## config.mk

```make
export PLATFORM = sky130hd
export DESIGN_NAME = spike_to_fluorescence_model_top
export DESIGN_NICKNAME = d
export VERILOG_FILES = /design/src/rtl/stfm_pkg.sv /design/src/rtl/stfm_dp.sv /design/src/rtl/stfm_ctrl.sv /design/src/rtl/spike_to_fluorescence_model_top.sv
export VERILOG_INCLUDE_DIRS = /design/src /design/src/rtl
export SDC_FILE = /design/constraint.sdc
export NUM_CORES = 2
export LEC_CHECK = 0
export BUFFER_PORTS_ARGS = -buffer_cell sky130_fd_sc_hd__buf_2
export CORE_MARGIN = 2
export CORE_UTILIZATION = 64
export CTS_CLUSTER_SIZE = 16
export DETAILED_ROUTE_END_ITERATION = 10
export PLACE_DENSITY = 0.76
export SYNTH_ARGS = -nofsm -noshare
export SYNTH_HDL_FRONTEND = slang
export SYNTH_SLANG_ARGS = --single-unit
```

## constraint.sdc

```tcl
create_clock -name clk_i -period 8.8 [get_ports clk_i]
set_clock_uncertainty 0.05 [all_clocks]
set_input_delay 0.44 -clock clk_i [delete_from_list [all_inputs] [get_ports clk_i]]
set_output_delay 0.44 -clock clk_i [all_outputs]
set_load 0.01 [all_outputs]
```

## src/rtl/spike_to_fluorescence_model_top_macros.svh

```systemverilog
`ifndef SPIKE_TO_FLUORESCENCE_MODEL_TOP_MACROS_SVH
`define SPIKE_TO_FLUORESCENCE_MODEL_TOP_MACROS_SVH

// same-cycle implication, checked on clk_i outside reset
`define STFM_ASSERT_IMP(label, ante, cons, msg) \
  label: assert property (@(posedge clk_i) disable iff (!rst_ni) (ante) |-> (cons)) \
    else $error(msg);

// next-cycle implication, checked on clk_i outside reset
`define STFM_ASSERT_NXT(label, ante, cons, msg) \
  label: assert property (@(posedge clk_i) disable iff (!rst_ni) (ante) |=> (cons)) \
    else $error(msg);

`endif

```

## src/rtl/stfm_pkg.sv

```systemverilog
package stfm_pkg;

  localparam int unsigned NEURONS   = 32;
  localparam int unsigned NIDX_W    = 5;
  localparam int unsigned CNT_W     = 8;
  localparam int unsigned VAL_W     = 32;
  localparam int unsigned CFG_W     = 16;
  localparam int unsigned CFG_IDX_W = 2;
  localparam int unsigned MODE_W    = 2;
  localparam int unsigned PROD_W    = CFG_W + VAL_W;
  localparam int unsigned ADD_W     = CFG_W + CNT_W;
  localparam int unsigned FRAC_W    = 16;

  localparam logic [CNT_W-1:0] CNT_MAX = {CNT_W{1'b1}};

  // input op codes
  localparam logic OP_SPIKE = 1'b0;
  localparam logic OP_FRAME = 1'b1;

  // register indexes
  localparam logic [CFG_IDX_W-1:0] REG_MODE  = 2'd0;
  localparam logic [CFG_IDX_W-1:0] REG_DECAY = 2'd1;
  localparam logic [CFG_IDX_W-1:0] REG_GAIN  = 2'd2;

  // frame value modes, anything else is the leaky integrator
  localparam logic [MODE_W-1:0] MODE_COUNT  = 2'd0;
  localparam logic [MODE_W-1:0] MODE_ACTIVE = 2'd1;

  localparam logic [MODE_W-1:0] RESET_MODE  = MODE_COUNT;
  localparam logic [CFG_W-1:0]  RESET_DECAY = 16'd58982;
  localparam logic [CFG_W-1:0]  RESET_GAIN  = 16'd256;

  typedef struct packed {
    logic spk_acc;
    logic sw_rd;
    logic sw_mul;
    logic sw_commit;
  } cmd_t;

  typedef struct packed {
    logic out_free;
    logic sw_last;
  } sts_t;

endpackage

```

## src/rtl/stfm_dp.sv

```systemverilog
`include "spike_to_fluorescence_model_top_macros.svh"

module stfm_dp (
  input  logic                             clk_i,
  input  logic                             rst_ni,
  input  logic                             cfg_we_i,
  input  logic [stfm_pkg::CFG_IDX_W-1:0]   cfg_idx_i,
  input  logic [stfm_pkg::CFG_W-1:0]       cfg_data_i,
  input  logic [stfm_pkg::NIDX_W-1:0]      neuron_i,
  input  stfm_pkg::cmd_t                   cmd_i,
  output stfm_pkg::sts_t                   sts_o,
  input  logic                             out_ready_i,
  output logic                             out_valid_o,
  output logic [stfm_pkg::NIDX_W-1:0]      neuron_out_o,
  output logic [stfm_pkg::VAL_W-1:0]       frame_value_o,
  output logic                             last_o
);

  // configuration
  logic [stfm_pkg::MODE_W-1:0] mode_q;
  logic [stfm_pkg::CFG_W-1:0]  decay_q;
  logic [stfm_pkg::CFG_W-1:0]  gain_q;

  // stores and their valid bits
  logic [stfm_pkg::CNT_W-1:0]  cnt_mem [stfm_pkg::NEURONS];
  logic [stfm_pkg::VAL_W-1:0]  cal_mem [stfm_pkg::NEURONS];
  logic [stfm_pkg::NEURONS-1:0] cnt_vld_q;
  logic [stfm_pkg::NEURONS-1:0] cal_vld_q;

  // read side
  logic                        rd_en;
  logic [stfm_pkg::NIDX_W-1:0] rd_addr;
  logic [stfm_pkg::CNT_W-1:0]  cnt_rd_q;
  logic                        cnt_vld_rd_q;
  logic [stfm_pkg::VAL_W-1:0]  cal_rd_q;
  logic                        cal_vld_rd_q;
  logic                        fwd_q;
  logic [stfm_pkg::CNT_W-1:0]  fwd_data_q;

  // spike write stage
  logic                        spk_q;
  logic                        spk_inr_q;
  logic [stfm_pkg::NIDX_W-1:0] spk_idx_q;
  logic                        cnt_we;
  logic [stfm_pkg::CNT_W-1:0]  cnt_cur;
  logic [stfm_pkg::CNT_W-1:0]  cnt_inc;

  // sweep
  logic [stfm_pkg::NIDX_W-1:0] sw_idx_q;
  logic [stfm_pkg::NIDX_W-1:0] sw_idx_d;
  logic                        sw_last;
  logic [stfm_pkg::VAL_W-1:0]  level;
  logic [stfm_pkg::PROD_W-1:0] dec_prod_q;
  logic [stfm_pkg::ADD_W-1:0]  add_q;
  logic [stfm_pkg::VAL_W:0]    sum;
  logic [stfm_pkg::VAL_W-1:0]  cal_new;
  logic [stfm_pkg::VAL_W-1:0]  value;

  // output register
  logic                        out_vld_q;
  logic                        out_free;
  logic [stfm_pkg::NIDX_W-1:0] nout_q;
  logic [stfm_pkg::VAL_W-1:0]  fval_q;
  logic                        last_q;

  assign rd_en   = cmd_i.spk_acc | cmd_i.sw_rd;
  assign rd_addr = cmd_i.sw_rd ? sw_idx_q : neuron_i;

  assign cnt_cur = fwd_q ? fwd_data_q : (cnt_vld_rd_q ? cnt_rd_q : '0);
  assign cnt_inc = (cnt_cur == stfm_pkg::CNT_MAX) ? cnt_cur : cnt_cur + 1'b1;
  assign cnt_we  = spk_q & spk_inr_q;

  assign sw_last  = (sw_idx_q == stfm_pkg::NIDX_W'(stfm_pkg::NEURONS - 1));
  assign sw_idx_d = sw_last ? '0 : sw_idx_q + 1'b1;

  assign level   = cal_vld_rd_q ? cal_rd_q : '0;
  assign sum     = {1'b0, dec_prod_q[stfm_pkg::PROD_W-1:stfm_pkg::FRAC_W]}
                 + {1'b0, add_q, 8'h00};
  assign cal_new = sum[stfm_pkg::VAL_W] ? '1 : sum[stfm_pkg::VAL_W-1:0];

  always_comb begin
    case (mode_q)
      stfm_pkg::MODE_COUNT:  value = {8'h00, cnt_cur, 16'h0000};
      stfm_pkg::MODE_ACTIVE: value = (cnt_cur != '0) ? 32'h0001_0000 : '0;
      default:               value = cal_new;
    endcase
  end

  assign out_free = ~out_vld_q | out_ready_i;

  always_ff @(posedge clk_i or negedge rst_ni) begin
    if (!rst_ni) begin
      mode_q    <= stfm_pkg::RESET_MODE;
      decay_q   <= stfm_pkg::RESET_DECAY;
      gain_q    <= stfm_pkg::RESET_GAIN;
      cnt_vld_q <= '0;
      cal_vld_q <= '0;
      spk_q     <= 1'b0;
      fwd_q     <= 1'b0;
      sw_idx_q  <= '0;
      out_vld_q <= 1'b0;
    end else begin
      if (cfg_we_i) begin
        case (cfg_idx_i)
          stfm_pkg::REG_MODE:  mode_q  <= cfg_data_i[stfm_pkg::MODE_W-1:0];
          stfm_pkg::REG_DECAY: decay_q <= cfg_data_i;
          stfm_pkg::REG_GAIN:  gain_q  <= cfg_data_i;
          default: ;
        endcase
      end
      spk_q <= cmd_i.spk_acc;
      if (rd_en) begin
        // a spike read racing the write of the previous spike to the same neuron
        fwd_q <= cnt_we & (spk_idx_q == rd_addr);
      end
      if (cnt_we) begin
        cnt_vld_q[spk_idx_q] <= 1'b1;
      end
      if (cmd_i.sw_commit) begin
        cnt_vld_q[sw_idx_q] <= 1'b0;
        cal_vld_q[sw_idx_q] <= 1'b1;
        sw_idx_q            <= sw_idx_d;
        out_vld_q           <= 1'b1;
      end else if (out_ready_i) begin
        out_vld_q <= 1'b0;
      end
    end
  end

  always_ff @(posedge clk_i) begin
    if (cmd_i.spk_acc) begin
      spk_idx_q <= neuron_i;
      spk_inr_q <= ({1'b0, neuron_i} < (stfm_pkg::NIDX_W + 1)'(stfm_pkg::NEURONS));
    end
    if (cnt_we) begin
      cnt_mem[spk_idx_q] <= cnt_inc;
    end
    if (rd_en) begin
      cnt_rd_q     <= cnt_mem[rd_addr];
      cnt_vld_rd_q <= cnt_vld_q[rd_addr];
      fwd_data_q   <= cnt_inc;
    end
    if (cmd_i.sw_commit) begin
      cal_mem[sw_idx_q] <= cal_new;
    end
    if (cmd_i.sw_rd) begin
      cal_rd_q     <= cal_mem[sw_idx_q];
      cal_vld_rd_q <= cal_vld_q[sw_idx_q];
    end
    if (cmd_i.sw_mul) begin
      dec_prod_q <= decay_q * level;
      add_q      <= gain_q * cnt_cur;
    end
    if (cmd_i.sw_commit) begin
      nout_q <= sw_idx_q;
      fval_q <= value;
      last_q <= sw_last;
    end
  end

  assign sts_o.out_free = out_free;
  assign sts_o.sw_last  = sw_last;

  assign out_valid_o   = out_vld_q;
  assign neuron_out_o  = nout_q;
  assign frame_value_o = fval_q;
  assign last_o        = last_q;

  `STFM_ASSERT_IMP(a_rd_no_pending_spk, cmd_i.sw_rd, !spk_q, "sweep read overlaps spike write")
  `STFM_ASSERT_IMP(a_mul_after_rd, cmd_i.sw_mul, $past(cmd_i.sw_rd), "multiply without read")
  `STFM_ASSERT_NXT(a_commit_loads_out, cmd_i.sw_commit, out_vld_q, "commit lost")
  `STFM_ASSERT_NXT(a_sweep_wraps, cmd_i.sw_commit && sw_last, sw_idx_q == '0, "sweep did not wrap")

endmodule

```

## src/rtl/stfm_ctrl.sv

```systemverilog
module stfm_ctrl (
  input  logic           clk_i,
  input  logic           rst_ni,
  input  logic           in_valid_i,
  output logic           in_ready_o,
  input  logic           op_i,
  input  stfm_pkg::sts_t sts_i,
  output stfm_pkg::cmd_t cmd_o
);

  typedef enum logic [3:0] {
    S_IDLE = 4'b0001,
    S_RD   = 4'b0010,
    S_MUL  = 4'b0100,
    S_SUM  = 4'b1000
  } state_e;

  state_e state_q;
  state_e state_d;
  logic   acc;

  assign in_ready_o = (state_q == S_IDLE);
  assign acc        = in_valid_i & in_ready_o;

  always_comb begin
    state_d         = state_q;
    cmd_o           = '0;
    cmd_o.spk_acc   = acc & (op_i == stfm_pkg::OP_SPIKE);
    case (state_q)
      S_IDLE: begin
        if (acc && op_i == stfm_pkg::OP_FRAME) begin
          state_d = S_RD;
        end
      end
      S_RD: begin
        cmd_o.sw_rd = 1'b1;
        state_d     = S_MUL;
      end
      S_MUL: begin
        cmd_o.sw_mul = 1'b1;
        state_d      = S_SUM;
      end
      S_SUM: begin
        if (sts_i.out_free) begin
          cmd_o.sw_commit = 1'b1;
          state_d         = sts_i.sw_last ? S_IDLE : S_RD;
        end
      end
      default: state_d = S_IDLE;
    endcase
  end

  always_ff @(posedge clk_i or negedge rst_ni) begin
    if (!rst_ni) begin
      state_q <= S_IDLE;
    end else begin
      state_q <= state_d;
    end
  end

endmodule

```

## src/rtl/spike_to_fluorescence_model_top.sv

```systemverilog
// channel  direction  handshake                    payload
// in       sink       in_valid_i / in_ready_o      op_i, neuron_i
// out      source     out_valid_o / out_ready_i    neuron_out_o, frame_value_o, last_o
// cfg      sink       cfg_we_i (no wait)           cfg_idx_i, cfg_data_i
//
// a spike item is taken in the idle state; spikes may arrive back to back outside a sweep
// a frame-end item starts a sweep over all NEURONS neurons; no item is taken until it ends:
//   the sweep reads, multiplies and sums one neuron at a time through one shared unit
// a result may wait in the output register while the sweep reads and multiplies the next neuron;
//   if it is still there then, the sweep holds at its sum step until the output is free
// reset is asynchronous, active low; counts and levels read as zero via valid bits

module spike_to_fluorescence_model_top (
  input  logic                           clk_i,
  input  logic                           rst_ni,
  // item input
  input  logic                           in_valid_i,
  output logic                           in_ready_o,
  input  logic                           op_i,
  input  logic [stfm_pkg::NIDX_W-1:0]    neuron_i,
  // result output
  output logic                           out_valid_o,
  input  logic                           out_ready_i,
  output logic [stfm_pkg::NIDX_W-1:0]    neuron_out_o,
  output logic [stfm_pkg::VAL_W-1:0]     frame_value_o,
  output logic                           last_o,
  // register writes
  input  logic                           cfg_we_i,
  input  logic [stfm_pkg::CFG_IDX_W-1:0] cfg_idx_i,
  input  logic [stfm_pkg::CFG_W-1:0]     cfg_data_i
);

  // commands from the sequencer, status back from the datapath
  stfm_pkg::cmd_t cmd;
  stfm_pkg::sts_t sts;

  // sequencer: takes items, steps the frame sweep one neuron at a time
  stfm_ctrl u_ctrl (
    .clk_i      (clk_i),
    .rst_ni     (rst_ni),
    .in_valid_i (in_valid_i),
    .in_ready_o (in_ready_o),
    .op_i       (op_i),
    .sts_i      (sts),
    .cmd_o      (cmd)
  );

  // datapath: count and level stores, multipliers, saturating sum, output register
  stfm_dp u_dp (
    .clk_i         (clk_i),
    .rst_ni        (rst_ni),
    .cfg_we_i      (cfg_we_i),
    .cfg_idx_i     (cfg_idx_i),
    .cfg_data_i    (cfg_data_i),
    .neuron_i      (neuron_i),
    .cmd_i         (cmd),
    .sts_o         (sts),
    .out_ready_i   (out_ready_i),
    .out_valid_o   (out_valid_o),
    .neuron_out_o  (neuron_out_o),
    .frame_value_o (frame_value_o),
    .last_o        (last_o)
  );

endmodule

```

# After elaboration in Yosys (flattened, before gate mapping)
# Memory sizes are Yosys's and may differ from the RTL's. A register that Yosys moved wholly into a read port is not among the register bits.
# Index checks and enable logic that the tools add are counted.
# word_totals
regBits	235
ram_bits	1280
output_inout_bits	40
mem_count	2
# memory_table
memory	depth	width	rd	rd_clocked_by_memory_dff	write_ports	line	text
u_dp.cal_mem	32	32	1	1	1	stfm_dp.sv:26	logic [stfm_pkg::VAL_W-1:0] cal_mem [stfm_pkg::NEURONS];
u_dp.cnt_mem	32	8	1	1	1	stfm_dp.sv:25	logic [stfm_pkg::CNT_W-1:0] cnt_mem [stfm_pkg::NEURONS];
# classes
n_addsub	3
multipliers	2
n_lt_le_gt_ge	5
n_eq_ne	12
muxes	33
bitwise	11
n_reduce_logical	11
# ops
cell	n
2-to-1 mux 32 bit	4
bitwise OR 32 bit	2
one-hot mux 32 bit (2 select lines)	1
multiplier 16 x 32 -> 48 bit	1
adder 32 x 32 -> 33 bit	1
bitwise AND 32 bit	1
NOT 32 bit	1
multiplier 16 x 8 -> 24 bit	1
2-to-1 mux 8 bit	3
< comparator 5 x 6 -> 1 bit, second input constant	3
2-to-1 mux 17 bit	1
one-hot mux 4 bit (4 select lines)	1
2-to-1 mux 1 bit	14
binary-select mux 1 bit (select 5 bit)	2
demux 1 bit (select 5 bit)	2
>= comparator 5 x 1 -> 1 bit, second input constant	2
2-to-1 mux 5 bit	2
adder 8 x 1 -> 8 bit, second input constant	1
equality test 8 bit, second input constant	1
2-to-1 mux 4 bit	2
AND reduction 2 bit	4
nonzero test 8 bit	1
adder 5 x 1 -> 5 bit, second input constant	1
equality test 5 bit	1
16 further kinds	24

# Depth between registers and ports, before layout
# logic_depth
word_depth	8
mapped_depth	28
ltp_nobuf	24

# Hierarchy
# Synthesis repeated with hierarchy kept, for this count alone.
# hier_totals
hier_cells	5197
area_unflattened_um2	79164.7
# by_module_without_submodules
mod	instances	cells_each	area_each_um2
stfm_dp	1	5172	78910.7
stfm_ctrl	1	25	254.0

# Worst setup path before layout
# OpenSTA, ideal clock, no wires.
# synth_timing
path_type	reg-to-reg
start	register u_ctrl.state_q[3]
end	register u_ctrl.state_q[3]
arrival_ns	6.935
setup_slack_ns	1.717
path_stages_with_launch	4
path_buffers	1
period_less_slack_ns	7.083
path_cell_list	dfrtp_1 -> clkbuf_1 -> nor4b_1 -> or2_2
# synth_via
elab_chain_cells	5
# synth_lines
item	line	text
start, declared	stfm_ctrl.sv:18	state_e state_q;
start signal, assigned	stfm_ctrl.sv:57	state_q <= state_d;
equality test 4 x 1 -> 1 bit	stfm_ctrl.sv:22, stfm_ctrl.sv:29	
bitwise AND 1 bit	stfm_ctrl.sv:23	assign acc = in_valid_i & in_ready_o;
logical AND 1 bit	stfm_ctrl.sv:31	if (acc && op_i == stfm_pkg::OP_FRAME) begin
!= test 2 bit (no line)	-	
AND reduction 2 bit (no line)	-	
# Several ways; a longest one is shown, not always the timed one.
# A chain may end at the register's enable or synchronous reset.

# Final worst setup path
# layout_timing
start	register u_dp.cal_vld_rd_q
end	register u_dp.dec_prod_q[45] in the netlist's numbering (data pin)
# layout_via
elab_chain_cells	2
# layout_lines
item	line	text
start, declared	stfm_dp.sv:36	logic cal_vld_rd_q;
start signal, assigned	stfm_dp.sv:148	cal_vld_rd_q <= cal_vld_q[sw_idx_q];
2-to-1 mux 32 bit	stfm_dp.sv:76	assign level = cal_vld_rd_q ? cal_rd_q : '0;
multiplier 16 x 32 -> 48 bit	stfm_dp.sv:151	dec_prod_q <= decay_q * level;
end signal, assigned	stfm_dp.sv:151	
end, declared	stfm_dp.sv:53	logic [stfm_pkg::PROD_W-1:0] dec_prod_q;
# Every way passes these cells.

==> results.py <==
metrics = {
    "cts": {
        "post_cts_buffers": 0,
        "tritoncts": "built",
        "cts_root_buf": "clkbuf_16",
        "clock_sinks": 1539,
        "clock_latency_ps": 800,
        "clkTransAtPathRegs_ps": 70,
        "cts_buffer_depth": 3,
        "cts_inserted_buffers": 152,
        "htreeDepth": 4,
    },
    "sta": {
        "whs_ps": 210,
        "relSlewSlack": 0.0881,
        "tightest_slew_ps": 1360,
        "setup_ws_ps": 1060,
        "hold_violations": 0,
        "finalMaxSlewViolations": 0,
        "setup_viol": 0,
        "fmax_mhz": 129,
        "period_minus_slack_ps": 7740,
        "fin_setup_tns_ps": 0,
        "rsz0062_at_grt": "no",
        "fin_crit_sh": 0.880,
    },
    "layout": {
        "syn2layout_area_growth_pct": 10.0,
        "drive_gt1_frac": 0.167,
        "mostFrequentLayoutCells": "edfxtp_1, inv_1, fa_1, nand2_1, mux4_2",
        "nets": 5930,
        "fin_area_mm2": 0.0866,
        "layout_commonest_cell": "edfxtp_1",
    },
    "yosys": {
        "synth-main-ff-cell": "edfxtp_1",
        "synth_edf_count": 1429,
        "ys_seq_area_frac": 0.580,
        "synth_area_per_cell_um2": 15.4,
        "syn-num-nets": 5838,
        "synth_cell_types": 77,
        "syn-cell-area_mm2": 0.0787,
        "ys_ff_latch": 1539,
        "netlist_instances": 5115,
        "yosys_warnings": 0,
        "async_reset_ff_frac": 0.0715,
    },
    "global_routing": {
        "top_usage_layer": "met2",
        "grt_pass1_vias": 47500,
        "grt_use_met3": 0.0691,
        "grt_use_met1": 0.452,
        "grt_overflow_total": 0,
        "grt_antenna_before_repair": 4,
        "grt_pass1_wl_um": 304000,
        "met2_usage": 0.533,
        "track_usage": 0.332,
        "grt_max_degree": 156,
    },
    "drt": {
        "drt_iter0_drc": 5899,
        "wl_um": 202000,
        "avgViaCountPerCell": 6.55,
        "drt-pass1-iter-count": 6,
        "drc": 0,
        "dr_total_vias": 45600,
        "drt-wirelength-per-cell_um": 29.0,
        "ant_nets": 0,
    },
    "die": {
        "pin_count": 69,
        "core_mm2": 0.122,
        "fp.dieW_um": 355,
        "dieArea_mm2": 0.126,
        "fp-row-count": 128,
        "initial_core_util": 0.646,
        "die_h_um": 355,
    },
    "placement": {
        "gp_congestion": 0.927,
        "dp_hpwl_um": 123000,
        "place_ws_ps": 1160,
        "post_dp_cell_area_mm2": 0.0813,
        "io_buffers": 68,
    },
    "critical_path": {
        "cp.arrival_ps": 8210,
        "r2r_end": "u_dp.dec_prod_q[45]",
        "end_kind": "flop",
        "worstPathRequired_ps": 9270,
        "critPathKind": "flop to flop",
        "timing.rr.start": "u_dp.cal_vld_rd_q",
        "r2r_cells": 23,
        "cp_max_fo": 27,
        "reg2reg_slack_ps": 1060,
        "cp-start-kind": "flop",
    },
    "run_status": {
        "outcome": "complete, no violations",
    },
    "pwr": {
        "leakage_nw": 32.5,
        "power_density_mw_per_mm2": 249,
        "ir_drop_v": 0.000218,
    },
    "worst_hold_path": {
        "min_path_type": "input port to async pin",
    },
    "run": {
        "max_cap_viol_count": 0,
    },
}
==> cell usage after synthesis, types with 5 or more instances <==
| cell type | count | area [um2] |
|---|---|---|
| a211oi_1 | 8 | 60.1 |
| a21o_1 | 33 | 248 |
| a21oi_1 | 56 | 280 |
| a22o_1 | 14 | 123 |
| a22oi_1 | 136 | 1020 |
| a31oi_1 | 10 | 62.6 |
| a32oi_1 | 9 | 78.8 |
| and2_1 | 112 | 701 |
| and3_1 | 227 | 1420 |
| buf_1 | 43 | 161 |
| buf_2 | 11 | 55.1 |
| clkbuf_1 | 213 | 800 |
| dfrtp_1 | 99 | 2480 |
| dfstp_2 | 11 | 289 |
| edfxtp_1 | 1429 | 42900 |
| fa_1 | 502 | 10000 |
| ha_1 | 192 | 2400 |
| inv_1 | 539 | 2020 |
| mux2_2 | 34 | 383 |
| mux2i_1 | 15 | 150 |
| mux4_2 | 336 | 7570 |
| nand2_1 | 497 | 1870 |
| nand2b_1 | 28 | 175 |
| nand3_1 | 50 | 250 |
| nand3b_1 | 11 | 82.6 |
| nand4_1 | 44 | 275 |
| nor2_1 | 173 | 649 |
| nor2b_1 | 14 | 87.6 |
| nor3_1 | 11 | 55.1 |
| nor4b_1 | 5 | 43.8 |
| o21a_1 | 11 | 82.6 |
| o21ai_0 | 21 | 105 |
| o21ai_1 | 25 | 125 |
| o21bai_1 | 8 | 60.1 |
| o31ai_1 | 6 | 45.0 |
| or2_2 | 36 | 225 |
| or3_1 | 5 | 31.3 |
| xnor2_1 | 55 | 482 |
| xor2_1 | 23 | 201 |
==> sequential cells by signal, indices dropped and copies added (netlist names) <==
signal,cells
u_ctrl.state_q,4
u_dp.add_q,24
u_dp.cal_mem,1024
u_dp.cal_rd_q,32
u_dp.cal_vld_q,32
u_dp.cal_vld_rd_q,1
u_dp.cnt_mem,256
u_dp.cnt_rd_q,8
u_dp.cnt_vld_q,32
u_dp.cnt_vld_rd_q,1
u_dp.dec_prod_q,32
u_dp.decay_q,16
u_dp.frame_value_o,32
u_dp.fwd_data_q,8
u_dp.fwd_q,1
u_dp.gain_q,16
u_dp.last_o,1
u_dp.mode_q,2
u_dp.neuron_out_o,5
u_dp.out_valid_o,1
u_dp.spk_idx_q,5
u_dp.spk_q,1
u_dp.sw_idx_q,5
==> kinds of logic after synthesis <==
logic type,after synthesis,synth area share
AOI/OAI and AO/OA,373,0.0339
and+or+nand+nor,1231,0.0763
DFF,1539,0.580
xor gates and xnor gates,78,0.00868
adders and majority gates,694,0.158
buffers and inverters,813,0.0393
muxes,387,0.103
==> timing repair <==
item | in CTS | in global routing
endpoints found under the hold margin | 98 | 0
gates resized for setup | 0 | 0
hold buffers | 28 | 0
==> per-stage QoR <==
step,power [mW],std cells,utilization
after floorplan,13.2,5115,-
after global placement,15.0,6649,0.667
after CTS,21.6,6960,0.710
final,21.6,6962,0.711
after global routing,22.7,6961,0.710
after detailed placement,15.0,6649,0.667
==> area by class of cell <==
cell class                 instances  area, um2
fill                            7561      35300
inverter                         542       2050
tap                             1625       2030
antenna                            1       2.50
multi-input combinational       2763      30300
clock inverter                    89        910
timing repair buffer             209       1540
sequential                      1539      45700
clock buffer                     194       4080
==> critical path: stages, from the launching register on <==
cell	delay [ps]
edfxtp_1	1000
buf_4	340
and2_1	330
nand2_1	130
fa_1	560
inv_1	60
fa_1	540
fa_1	430
fa_1	450
fa_1	490
inv_1	50
fa_1	550
inv_1	70
ha_1	340
a21o_1	200
a21o_1	190
a21oi_1	180
nand3b_1	100
o22ai_1	360
o21ai_1	240
a41o_1	340
nor4_1	200
nor3_1	110
xor2_1	140
==> power by group <==
group	internal, mW	switching (mW)	total, mW
Combinational	2.60	3.83	6.44
Clock	3.70	2.83	6.54
Sequential	8.35	0.226	8.58
==> worst max-delay path by stage <==
stage / from / endpoint / slack [ps] / cells past startpoint
after floorplan: u_ctrl.state_q[3] / u_ctrl.state_q[3] / 1720 / 3
after global placement: u_dp.cal_vld_rd_q / u_dp.dec_prod_q[45] / 1270 / 23
after detailed placement: u_dp.cal_vld_rd_q / u_dp.dec_prod_q[45] / 1160 / 23
after CTS: u_dp.cal_vld_rd_q / u_dp.dec_prod_q[45] / 1110 / 23
after global routing: u_dp.cal_vld_rd_q / u_dp.dec_prod_q[45] / 760 / 23
final: u_dp.cal_vld_rd_q / u_dp.dec_prod_q[45] / 1060 / 23
==> per-layer routing <==
layer / wire length [um] / share of wire / vias to the layer above
li1: - / - / 18700
met1: 73700 / 0.37 / 23600
met2: 99000 / 0.49 / 2844
met3: 20700 / 0.10 / 523
met4: 8550 / 0.042 / 0
met5: 0 / 0 / -
(Power assumes the default switching activity.)
